$ cat config.mk
export PLATFORM = sky130hd
export DESIGN_NAME = esc_back
export DESIGN_NICKNAME = d
export VERILOG_FILES = /design/src/sv/esc_pkg.sv /design/src/sv/esc_back.sv
export SDC_FILE = /design/constraint.sdc
export NUM_CORES = 2
export LEC_CHECK = 0
export BUFFER_PORTS_ARGS = -buffer_cell sky130_fd_sc_hd__buf_2
export CORE_UTILIZATION = 30
export CTS_CLUSTER_SIZE = 30
export DETAILED_ROUTE_END_ITERATION = 6
export GPL_TIMING_DRIVEN = 1
export PLACE_DENSITY = 0.44
export SETUP_SLACK_MARGIN = 0.15
export SYNTH_ARGS = -nofsm -noshare
export SYNTH_HDL_FRONTEND = slang
export SYNTH_SLANG_ARGS = --single-unit
$ cat constraint.sdc
create_clock -name clk_i -period 15.9 [get_ports clk_i]
set_clock_uncertainty 0.05 [all_clocks]
set_input_delay 3.18 -clock clk_i [delete_from_list [all_inputs] [get_ports clk_i]]
set_output_delay 3.18 -clock clk_i [all_outputs]
set_load 0.02 [all_outputs]
$ cat src/sv/esc_pkg.sv
// Package for the environmental sensor compensation core: widths, register
// indexes, coefficient field helpers and the shared coefficient struct.
// No dependencies.
`timescale 1ns / 1ps
package esc_pkg;
  localparam int unsigned CfgIdxW = 3;
  localparam int unsigned CfgDataW = 64;
  localparam logic [CfgIdxW-1:0] RegTemp = 3'd0;
  localparam logic [CfgIdxW-1:0] RegPressA = 3'd1;
  localparam logic [CfgIdxW-1:0] RegPressB = 3'd2;
  localparam logic [CfgIdxW-1:0] RegPressC = 3'd3;
  localparam logic [CfgIdxW-1:0] RegHumid = 3'd4;
  localparam int unsigned DivStages = 32;

  typedef struct packed {
    logic [47:0] t;
    logic [47:0] pa;
    logic [47:0] pb;
    logic [47:0] pc;
    logic [63:0] h;
  } coeffs_t;

  function automatic logic signed [31:0] sx16(input logic [15:0] v);
    sx16 = {{16{v[15]}}, v};
  endfunction
  function automatic logic signed [31:0] zx16(input logic [15:0] v);
    zx16 = {16'd0, v};
  endfunction
endpackage

$ cat src/sv/esc_back.sv
// Back pipeline: pressure correction after the quotient and humidity scaling.
// Two register stages. Depends on esc_pkg.
`timescale 1ns / 1ps
module esc_back (
  input  logic               clk_i,
  input  logic               rst_ni,
  input  logic               valid_i,
  input  logic [31:0]        quo_i,
  input  logic               pre_i,
  input  logic               bad_i,
  input  logic signed [15:0] temp_i,
  input  logic [16:0]        q10_i,
  input  logic [47:0]        pc_i,
  output logic               valid_o,
  output logic signed [15:0] temp_o,
  output logic [17:0]        press_o,
  output logic               bad_o,
  output logic [16:0]        q10_o,
  output logic [13:0]        hcent_o
);
  typedef logic signed [31:0] s32_t;
  s32_t p7, p8, p9;
  assign p7 = esc_pkg::sx16(pc_i[15:0]);
  assign p8 = esc_pkg::sx16(pc_i[31:16]);
  assign p9 = esc_pkg::sx16(pc_i[47:32]);

  logic [1:0] vld_q;
  logic [31:0] pu, s1_pu_q;
  logic [31:0] ssq, s1_sq_q;
  s32_t s1_b_q;
  logic s1_bad_q;
  logic signed [15:0] s1_temp_q;
  logic [16:0] s1_q10_q;
  logic [23:0] s1_hc_q;
  logic signed [33:0] pres;
  s32_t pa, corr;

  always_comb begin
    pu = pre_i ? quo_i : {quo_i[30:0], 1'b0};
    ssq = 32'(pu[31:3]) * 32'(pu[31:3]);
    pa = s32_t'(p9 * s32_t'(s1_sq_q)) >>> 12;
    corr = (pa + s1_b_q + p7) >>> 4;
    pres = 34'(signed'({1'b0, s1_pu_q})) + 34'(corr);
  end

  always_ff @(posedge clk_i or negedge rst_ni) begin
    if (!rst_ni) begin
      vld_q <= '0;
    end else begin
      vld_q <= {vld_q[0], valid_i};
    end
  end

  always_ff @(posedge clk_i) begin
    s1_pu_q <= pu;
    s1_sq_q <= {13'd0, ssq[31:13]};
    s1_b_q <= s32_t'(s32_t'({2'd0, pu[31:2]}) * p8) >>> 13;
    s1_bad_q <= bad_i;
    s1_temp_q <= temp_i;
    s1_q10_q <= q10_i;
    s1_hc_q <= 24'(q10_i) * 24'd100 + 24'd512;

    temp_o <= s1_temp_q;
    bad_o <= s1_bad_q;
    q10_o <= s1_q10_q;
    hcent_o <= s1_hc_q[23:10];
    if (s1_bad_q || pres < 0) press_o <= '0;
    else if (pres > 34'sd262143) press_o <= 18'h3ffff;
    else press_o <= pres[17:0];
  end

  assign valid_o = vld_q[1];
endmodule

==> metrics.yaml <==
postLayoutCellArea_um2: 46000
crit_top_cell: "fa_1"
antenna_found_initial: 10
cp_max_fo: 19
mappedNetlistNets: 6066
cts_tree: "done"
clock-sinks: 186
startpoint_type: "input port"
critPathKind: "input port to register"
finalSetupViolCount: 0
drive_gt1_share_pct: 7.13
drcViolationCount: 0
htreeDepth: 4
cp_slowest_stage_delay_ns: 0.82
synth_cells: 4600
cp.required_ns: 16.17
arrival_ns: 14.39
fmax_ghz: 0.0708
fin_tns_setup_ns: 0
path_clk_slew_ns: 0.09
post_cts_resized: 0
synth-main-ff-cell: "dfxtp_1"
synth_cell_types: 85
die_h_um: 378
synthArstFlopShare_pct: 1.08
worst_pin_slew_ns: 1.19
yosys_warnings: 0
status: "finished, final reports clean"
final_cell_mix: "inv_1, fa_1, nand2_1"
core_area_um2: 140000
initial_core_util_pct: 30.3
clock_latency_ns: 0.49
wirelength_mm: 124
via_count: 29667
gr-usage-all-layers_pct: 18.1
final_common_cell: "inv_1"
maxCapViolations: 0
ys_ff_latch: 186
area_growth_pct: 8.79
synth_area_per_cell_um2: 9.20
synth.yosys.seq_area_share_pct: 8.82
ant_nets: 0
hold_buffers: 0
post-route-period-util_pct: 88.8
dieArea_um2: 143000
wl_per_cell_um: 18.8
synth_edf_count: 0
cts_setup_buffers: 0
num_io_pins: 185
grt_pass1_wl_mm: 194
clock-root-buffer: "clkbuf_16"
post_drt_via_cell_ratio: 4.50
drt_iter0_markers: 1281
routabilityCongestion: 0.848
end_kind: "register"
hold_viol: 0
grt_max_degree: 34
drv_slew: 0
hpwl_mm: 97.9
cts_made_buffers: 17
nFillCells: 14748
placed_area_um2: 45400
rsz0062_at_grt: "false"
firstDrtPassIters: 5
fin_crit_ns: 14.12
relSlewSlack_pct: 18.8
grt_overflow_total: 0
hold_class: "register to register"
rows: 137
die_w_um: 378
crit_slowest_cell: "xnor2_2"
clockBufferDepth: 2
grt_pass1_vias: 32801
num-nets-final: 6168
hold_ws_ns: 0.271
io_buffers: 184
synth_area_um2: 42300
critical path: cells and delay by family:
family / cells / cell delay [ns]
AND/OR/NAND/NOR: 5 / 0.83
buffers and inverters: 2 / 0.43
AO/OA/AOI/OAI: 18 / 4.46
XOR/XNOR: 2 / 0.92
adder cells (fa/ha/maj): 10 / 4.51
state kept, by name, summed over array words and instances (netlist names):
| signal | flops |
|---|---|
| s1_b_q | 19 |
| s1_sq_q | 19 |
| s1_temp_q | 16 |
| bad_o | 1 |
| press_o | 18 |
| s1_bad_q | 1 |
| s1_hc_q | 14 |
| s1_pu_q | 32 |
| vld_q | 2 |
| q10_o | 17 |
| s1_q10_q | 17 |
| temp_o | 16 |
| hcent_o | 14 |
synthesized netlist by cell type, drive strengths merged (8+ instances only):
cell / n / area share [%]
a211oi: 10 / 0.19
buf: 16 / 0.21
nor2: 219 / 1.9
nor2b: 15 / 0.22
o21a: 27 / 0.48
nand2b: 28 / 0.41
or3: 9 / 0.13
mux2i: 34 / 0.84
inv: 1220 / 11
a21oi: 81 / 0.98
xnor2: 122 / 2.5
fa: 934 / 44
nand3: 21 / 0.25
a31oi: 28 / 0.56
xor2: 42 / 0.89
nand4: 11 / 0.18
nand2: 547 / 4.9
nor4: 8 / 0.17
ha: 414 / 12
o211ai: 8 / 0.14
o31ai: 8 / 0.23
nor3: 25 / 0.33
and2: 285 / 4.2
a21o: 28 / 0.50
dfxtp: 184 / 8.7
clkbuf: 141 / 1.3
o21ai: 49 / 0.59
layout make-up:
cell class,count,area [um^2],area share (%)
Timing Repair Buffer,240,1340,2.91
Sequential cell,186,3730,8.11
Clock buffer,17,425,0.924
Multi-Input combinational cell,3032,33400,72.5
Clock inverter,15,205,0.446
Tap cell,1876,2350,5.10
Inverter,1225,4600,9.99
Antenna cell,2,5.00,0.0109
stage by stage:
| stage | setup WS [ns] | std cells | utilization, % |
|---|---|---|---|
| after floorplan | 2.41 | 4600 | - |
| after global placement | 1.41 | 6559 | 32.5 |
| after detailed placement | 1.20 | 6559 | 32.5 |
| after CTS | 1.71 | 6591 | 33.0 |
| after global routing | 0.964 | 6591 | 33.0 |
| final | 1.78 | 6593 | 33.0 |
final timing paths:
kind | start | endpoint | slack, ns | depth (start not counted)
worst max-delay path | pc_i[33] | press_o[1] | 1.78 | 37
worst min-delay path | s1_temp_q[14] | temp_o[14] | 0.27 | 0
worst max register to register | s1_sq_q[6] | press_o[1] | 3.95 | 37
worst min register to register | s1_temp_q[14] | temp_o[14] | 0.27 | 0
max in group asynchronous | rst_ni | vld_q[0] | 13.29 | 1
min in group asynchronous | rst_ni | vld_q[1] | 2.42 | 1
logic make-up (layout without fill, tap and decap cells):
kind of cell | count (synthesis) | count (layout) | synth area share (%)
adder cells (fa/ha/maj) | 1348 | 1348 | 56.4
multiplexers | 40 | 40 | 1.00
buffers and inverters | 1382 | 1497 | 12.3
other | 0 | 2 | 0
XOR/XNOR | 164 | 164 | 3.43
AND/OR/NAND/NOR | 1187 | 1187 | 13.0
AO/OA/AOI/OAI | 293 | 293 | 4.99
flip-flops | 186 | 186 | 8.82
layer usage:
metal	global-route usage, %	wire length [um]
met5	0	29
met3	2.46	5620
met1	24.3	56200
met4	4.34	2840
met2	30.7	59000
Power is not shown: default switching activity piles up to over one toggle a cycle in this logic, so the estimate is an artifact.
