## src/sv/esc_pkg.sv

```systemverilog
// Package for the environmental sensor compensation core: widths, register
// indexes, coefficient field helpers and the shared coefficient struct.
// No dependencies.
`timescale 1ns / 1ps
package esc_pkg;
  localparam int unsigned CfgIdxW = 3;
  localparam int unsigned CfgDataW = 64;
  localparam logic [CfgIdxW-1:0] RegTemp = 3'd0;
  localparam logic [CfgIdxW-1:0] RegPressA = 3'd1;
  localparam logic [CfgIdxW-1:0] RegPressB = 3'd2;
  localparam logic [CfgIdxW-1:0] RegPressC = 3'd3;
  localparam logic [CfgIdxW-1:0] RegHumid = 3'd4;
  localparam int unsigned DivStages = 32;

  typedef struct packed {
    logic [47:0] t;
    logic [47:0] pa;
    logic [47:0] pb;
    logic [47:0] pc;
    logic [63:0] h;
  } coeffs_t;

  function automatic logic signed [31:0] sx16(input logic [15:0] v);
    sx16 = {{16{v[15]}}, v};
  endfunction
  function automatic logic signed [31:0] zx16(input logic [15:0] v);
    zx16 = {16'd0, v};
  endfunction
endpackage

```

## src/sv/esc_div.sv

```systemverilog
// Pipelined restoring divider, 32-bit unsigned, one quotient bit per stage.
// Carries a tag along with each operand pair. Depends on esc_pkg.
`timescale 1ns / 1ps
module esc_div #(
  parameter int unsigned TagW = 8
) (
  input  logic            clk_i,
  input  logic            rst_ni,
  input  logic            valid_i,
  input  logic [31:0]     num_i,
  input  logic [31:0]     den_i,
  input  logic [TagW-1:0] tag_i,
  output logic            valid_o,
  output logic [31:0]     quo_o,
  output logic [TagW-1:0] tag_o
);
  localparam int unsigned N = esc_pkg::DivStages;
  logic [N-1:0]    vld_q;
  logic [31:0]     rem_q [N];
  logic [31:0]     num_q [N];
  logic [31:0]     den_q [N];
  logic [TagW-1:0] tag_q [N];

  for (genvar s = 0; s < N; s++) begin : g_st
    logic            vld_in;
    logic [31:0]     rem_in;
    logic [31:0]     num_in;
    logic [31:0]     den_in;
    logic [TagW-1:0] tag_in;
    logic [32:0]     trial;
    logic [32:0]     diff;
    if (s == 0) begin : g_head
      assign vld_in = valid_i;
      assign rem_in = '0;
      assign num_in = num_i;
      assign den_in = den_i;
      assign tag_in = tag_i;
    end else begin : g_link
      assign vld_in = vld_q[s-1];
      assign rem_in = rem_q[s-1];
      assign num_in = num_q[s-1];
      assign den_in = den_q[s-1];
      assign tag_in = tag_q[s-1];
    end
    assign trial = {rem_in, num_in[31]};
    assign diff = trial - {1'b0, den_in};
    always_ff @(posedge clk_i or negedge rst_ni) begin
      if (!rst_ni) begin
        vld_q[s] <= 1'b0;
      end else begin
        vld_q[s] <= vld_in;
      end
    end
    always_ff @(posedge clk_i) begin
      rem_q[s] <= diff[32] ? trial[31:0] : diff[31:0];
      num_q[s] <= {num_in[30:0], ~diff[32]};
      den_q[s] <= den_in;
      tag_q[s] <= tag_in;
    end
  end

  assign valid_o = vld_q[N-1];
  assign quo_o = num_q[N-1];
  assign tag_o = tag_q[N-1];
endmodule

```

## config.mk

```make
export PLATFORM = sky130hd
export DESIGN_NAME = esc_div
export DESIGN_NICKNAME = d
export VERILOG_FILES = /design/src/sv/esc_pkg.sv /design/src/sv/esc_div.sv
export SDC_FILE = /design/constraint.sdc
export NUM_CORES = 2
export LEC_CHECK = 0
export BUFFER_PORTS_ARGS = -buffer_cell sky130_fd_sc_hd__buf_2
export CAP_MARGIN = 10
export CORE_MARGIN = 1
export CORE_UTILIZATION = 55
export DETAILED_ROUTE_END_ITERATION = 16
export PLACE_DENSITY = 0.68
export SLEW_MARGIN = 15
export SYNTH_ARGS = -nofsm -noshare
export SYNTH_HDL_FRONTEND = slang
export SYNTH_SLANG_ARGS = --single-unit
export TNS_END_PERCENT = 10
```

## constraint.sdc

```tcl
create_clock -name clk_i -period 4.8 [get_ports clk_i]
set_input_delay 0.96 -clock clk_i [delete_from_list [all_inputs] [get_ports clk_i]]
set_output_delay 0.96 -clock clk_i [all_outputs]
set_load 0.02 [all_outputs]
```

==> flow_metrics.tcl <==
set metrics [dict create \
    slew_violations 0 \
    cp.required_ps 5590 \
    power.total_mw 119 \
    clock-sinks 3296 \
    h-tree-depth 5 \
    timing.slew.headroom_pct 25.4 \
    die_area_mm2 0.236 \
    tns_ps 0 \
    final_nets 13637 \
    clk_path_buf_depth 4 \
    cts_tree "yes" \
    vias 84941 \
    ys_warn_count 0 \
    setup_slack_ps 278 \
    ir_drop_mv 0.806 \
    port-buffer-count 115 \
    gp_congestion 0.923 \
    grt_pass1_wl_um 434000 \
    synthFlopType "dfxtp_1" \
    first_global_vias 85229 \
    routed_via_density 5.36 \
    die_x_um 486 \
    nFillCells 18725 \
    first_iter_violations 4152 \
    rows 177 \
    startpoint_type "register" \
    critPathKind "register to register" \
    drc 0 \
    drv_cap 0 \
    hold_buffers 0 \
    ios 116 \
    grt_usage_pct 22.4 \
    wl_um 269000 \
    syn-instance-count 12271 \
    path_max_fanout 21 \
    cts_buffers 342 \
    crit_path_end_kind "register" \
    rsz0062_at_grt "false" \
    async_flop_share_pct 0.971 \
    dr.pass1.iters 6 \
    tightest_slew_ps 1120 \
    ctsResizeCount 0 \
    synth_cell_types 97 \
    drt-wirelength-per-cell_um 17.0 \
    critical_path_arrival_ps 5310 \
    min_path_type "input pin to async pin" \
    dp_slack_ps 294 \
    core_mm2 0.233 \
    antenna_found_initial 3 \
    grt_max_degree 61 \
    clk_pin_slew_worst_paths_ps 60 \
    synth_area_per_cell_um2 10.5 \
    hold_viol 0 \
    clock_skew_ps 84.7 \
    fp.dieH_um 486 \
    fmax_ghz 0.221 \
    synth_edf_count 0 \
    dpl.hpwl_um 205000 \
    drive_gt1_share_pct 11.7 \
    fin_crit_sh_pct 94.2 \
    post-cts-setup-buffers 0 \
    leakagePower_nw 66.7 \
    synth_area_mm2 0.129 \
    clk_latency_ps 970 \
    syn_to_final_growth_pct 12.3 \
    status "finished clean" \
    ys_seq_area_share_pct 51.4 \
    fin_crit_ps 4520 \
    powerDensity_mw_per_mm2 821 \
    ys_seq_elements 3296 \
    start_util_pct 55.3 \
    ant_nets 0 \
    report.final.setup_viol 0 \
    grt_overflow_total 0 \
    clock-root-buffer "clkbuf_16" \
]
layer usage:
layer  routed length (um)  GRT usage (%)
met5                    0              0
met4                11400           9.60
met3                 8750           2.79
met2               137000           41.7
met1               112000           25.7
stage by stage:
| step | util, % | cells | cell area [um2] | hold WS (ps) |
|---|---|---|---|---|
| finish | 62.1 | 15847 | 144000 | 68.4 |
| global route | 62.1 | 15845 | 144000 | 30.4 |
| CTS | 62.1 | 15842 | 144000 | 17.7 |
| detailed placement | 57.0 | 15237 | 133000 | 312 |
| global placement | 57.0 | 15237 | 133000 | 309 |
| floorplan | - | 12285 | 129000 | 310 |
cells by family after synthesis:
kind of cell,Yosys count,share of synthesized area [%]
simple gates,2070,7.72
other cells,1,0.00292
mux,756,6.63
xor+xnor,819,5.64
flops,3296,51.4
fa+ha+maj,1023,10.1
buf+inv,1478,4.46
compound gates,2828,14.0
cell usage after synthesis (31+ instances only):
cell type  number  share of area [%]
nand2_1       626                1.8
clkbuf_1      169               0.49
a21boi_0       46               0.27
o21a_1        134               0.78
o31a_1         31               0.21
dfrtp_1        32               0.62
a21oi_1       841                3.3
nand3_1       170               0.66
xnor2_1       503                3.4
xor2_1        305                2.1
and3_1         87               0.42
a211oi_1       57               0.33
ha_1          993                9.7
inv_1        1223                3.6
nand4_1        94               0.46
nor2_1        501                1.5
or3_1          44               0.21
and2_1         55               0.27
buf_2          57               0.22
nor2b_1       148               0.72
nand2b_1      121               0.59
mux2_2        655                5.7
o211ai_1       49               0.29
o21ai_0       654                2.5
o21bai_1       70               0.41
a21o_1        455                2.7
a31oi_1       105               0.51
nor3_1        100               0.39
dfxtp_1      3264                 51
o31ai_1        58               0.34
mux2i_1        68               0.53
final timing paths:
| path | from | to | slack, ps | cells past startpoint |
|---|---|---|---|---|
| worst max-delay path | num_q[5][127] | rem_q[1][280] | 280 | 15 |
| worst min-delay path | rst_ni | valid_o | 70 | 1 |
| worst max register to register | num_q[5][127] | rem_q[1][280] | 280 | 15 |
| worst min register to register | num_q[4][41] | num_q[4][74] | 280 | 0 |
| max in group asynchronous | rst_ni | g_st[23].vld_in | 4290 | 1 |
| min in group clk_i | num_i[28] | num_q[0][29] | 90 | 1 |
worst max-delay path, cell delays in order (launching register included):
cell	delay, ps
dfxtp_1	300
inv_1	40
ha_1	220
fa_1	420
nor2b_1	170
o31a_1	220
o31ai_2	120
o21ai_1	360
a311o_1	320
a21oi_2	90
o311ai_1	320
a31o_1	220
a21oi_2	90
xnor2_4	800
buf_4	360
mux2_4	320
flip-flops by register name, summed over array words and instances, names as in the netlist:
register,count
den_q,992
valid_o,1
rem_q,992
g_st.vld_in,31
tag_q,256
num_q,1024
final cells by class:
class | count | area, um2 | share of cell area (%)
diodes | 4 | 10.0 | 0.00693
clock buffers | 477 | 9930 | 6.88
clock inverters | 128 | 1730 | 1.20
inverters | 1223 | 4590 | 3.18
multi-input cells | 7512 | 57000 | 39.5
flip-flops and latches | 3296 | 66100 | 45.8
well taps | 3043 | 3810 | 2.64
repair buffers | 164 | 1080 | 0.749
power breakdown:
part           total, mW  switching (mW)  internal (mW)
combinational       52.1            27.0           25.0
clock               26.8            10.5           16.3
sequential          39.7            4.41           35.3
total                119            41.9           76.6
cells in the final DEF (no fill, tap or decap), types with 72 or more instances in the layout:
cell type	n
a21o_1	455
a21oi_1	841
a31oi_1	105
and3_1	87
buf_2	115
clkbuf_16	349
clkbuf_8	72
dfxtp_1	3264
ha_1	993
inv_1	1223
mux2_2	655
nand2_1	626
nand2b_1	121
nand3_1	170
nand4_1	94
nor2_1	501
nor2b_1	148
nor3_1	98
o21a_1	134
o21ai_0	654
xnor2_1	490
xor2_1	304
Note: power is estimated with default switching activity, not from simulation.
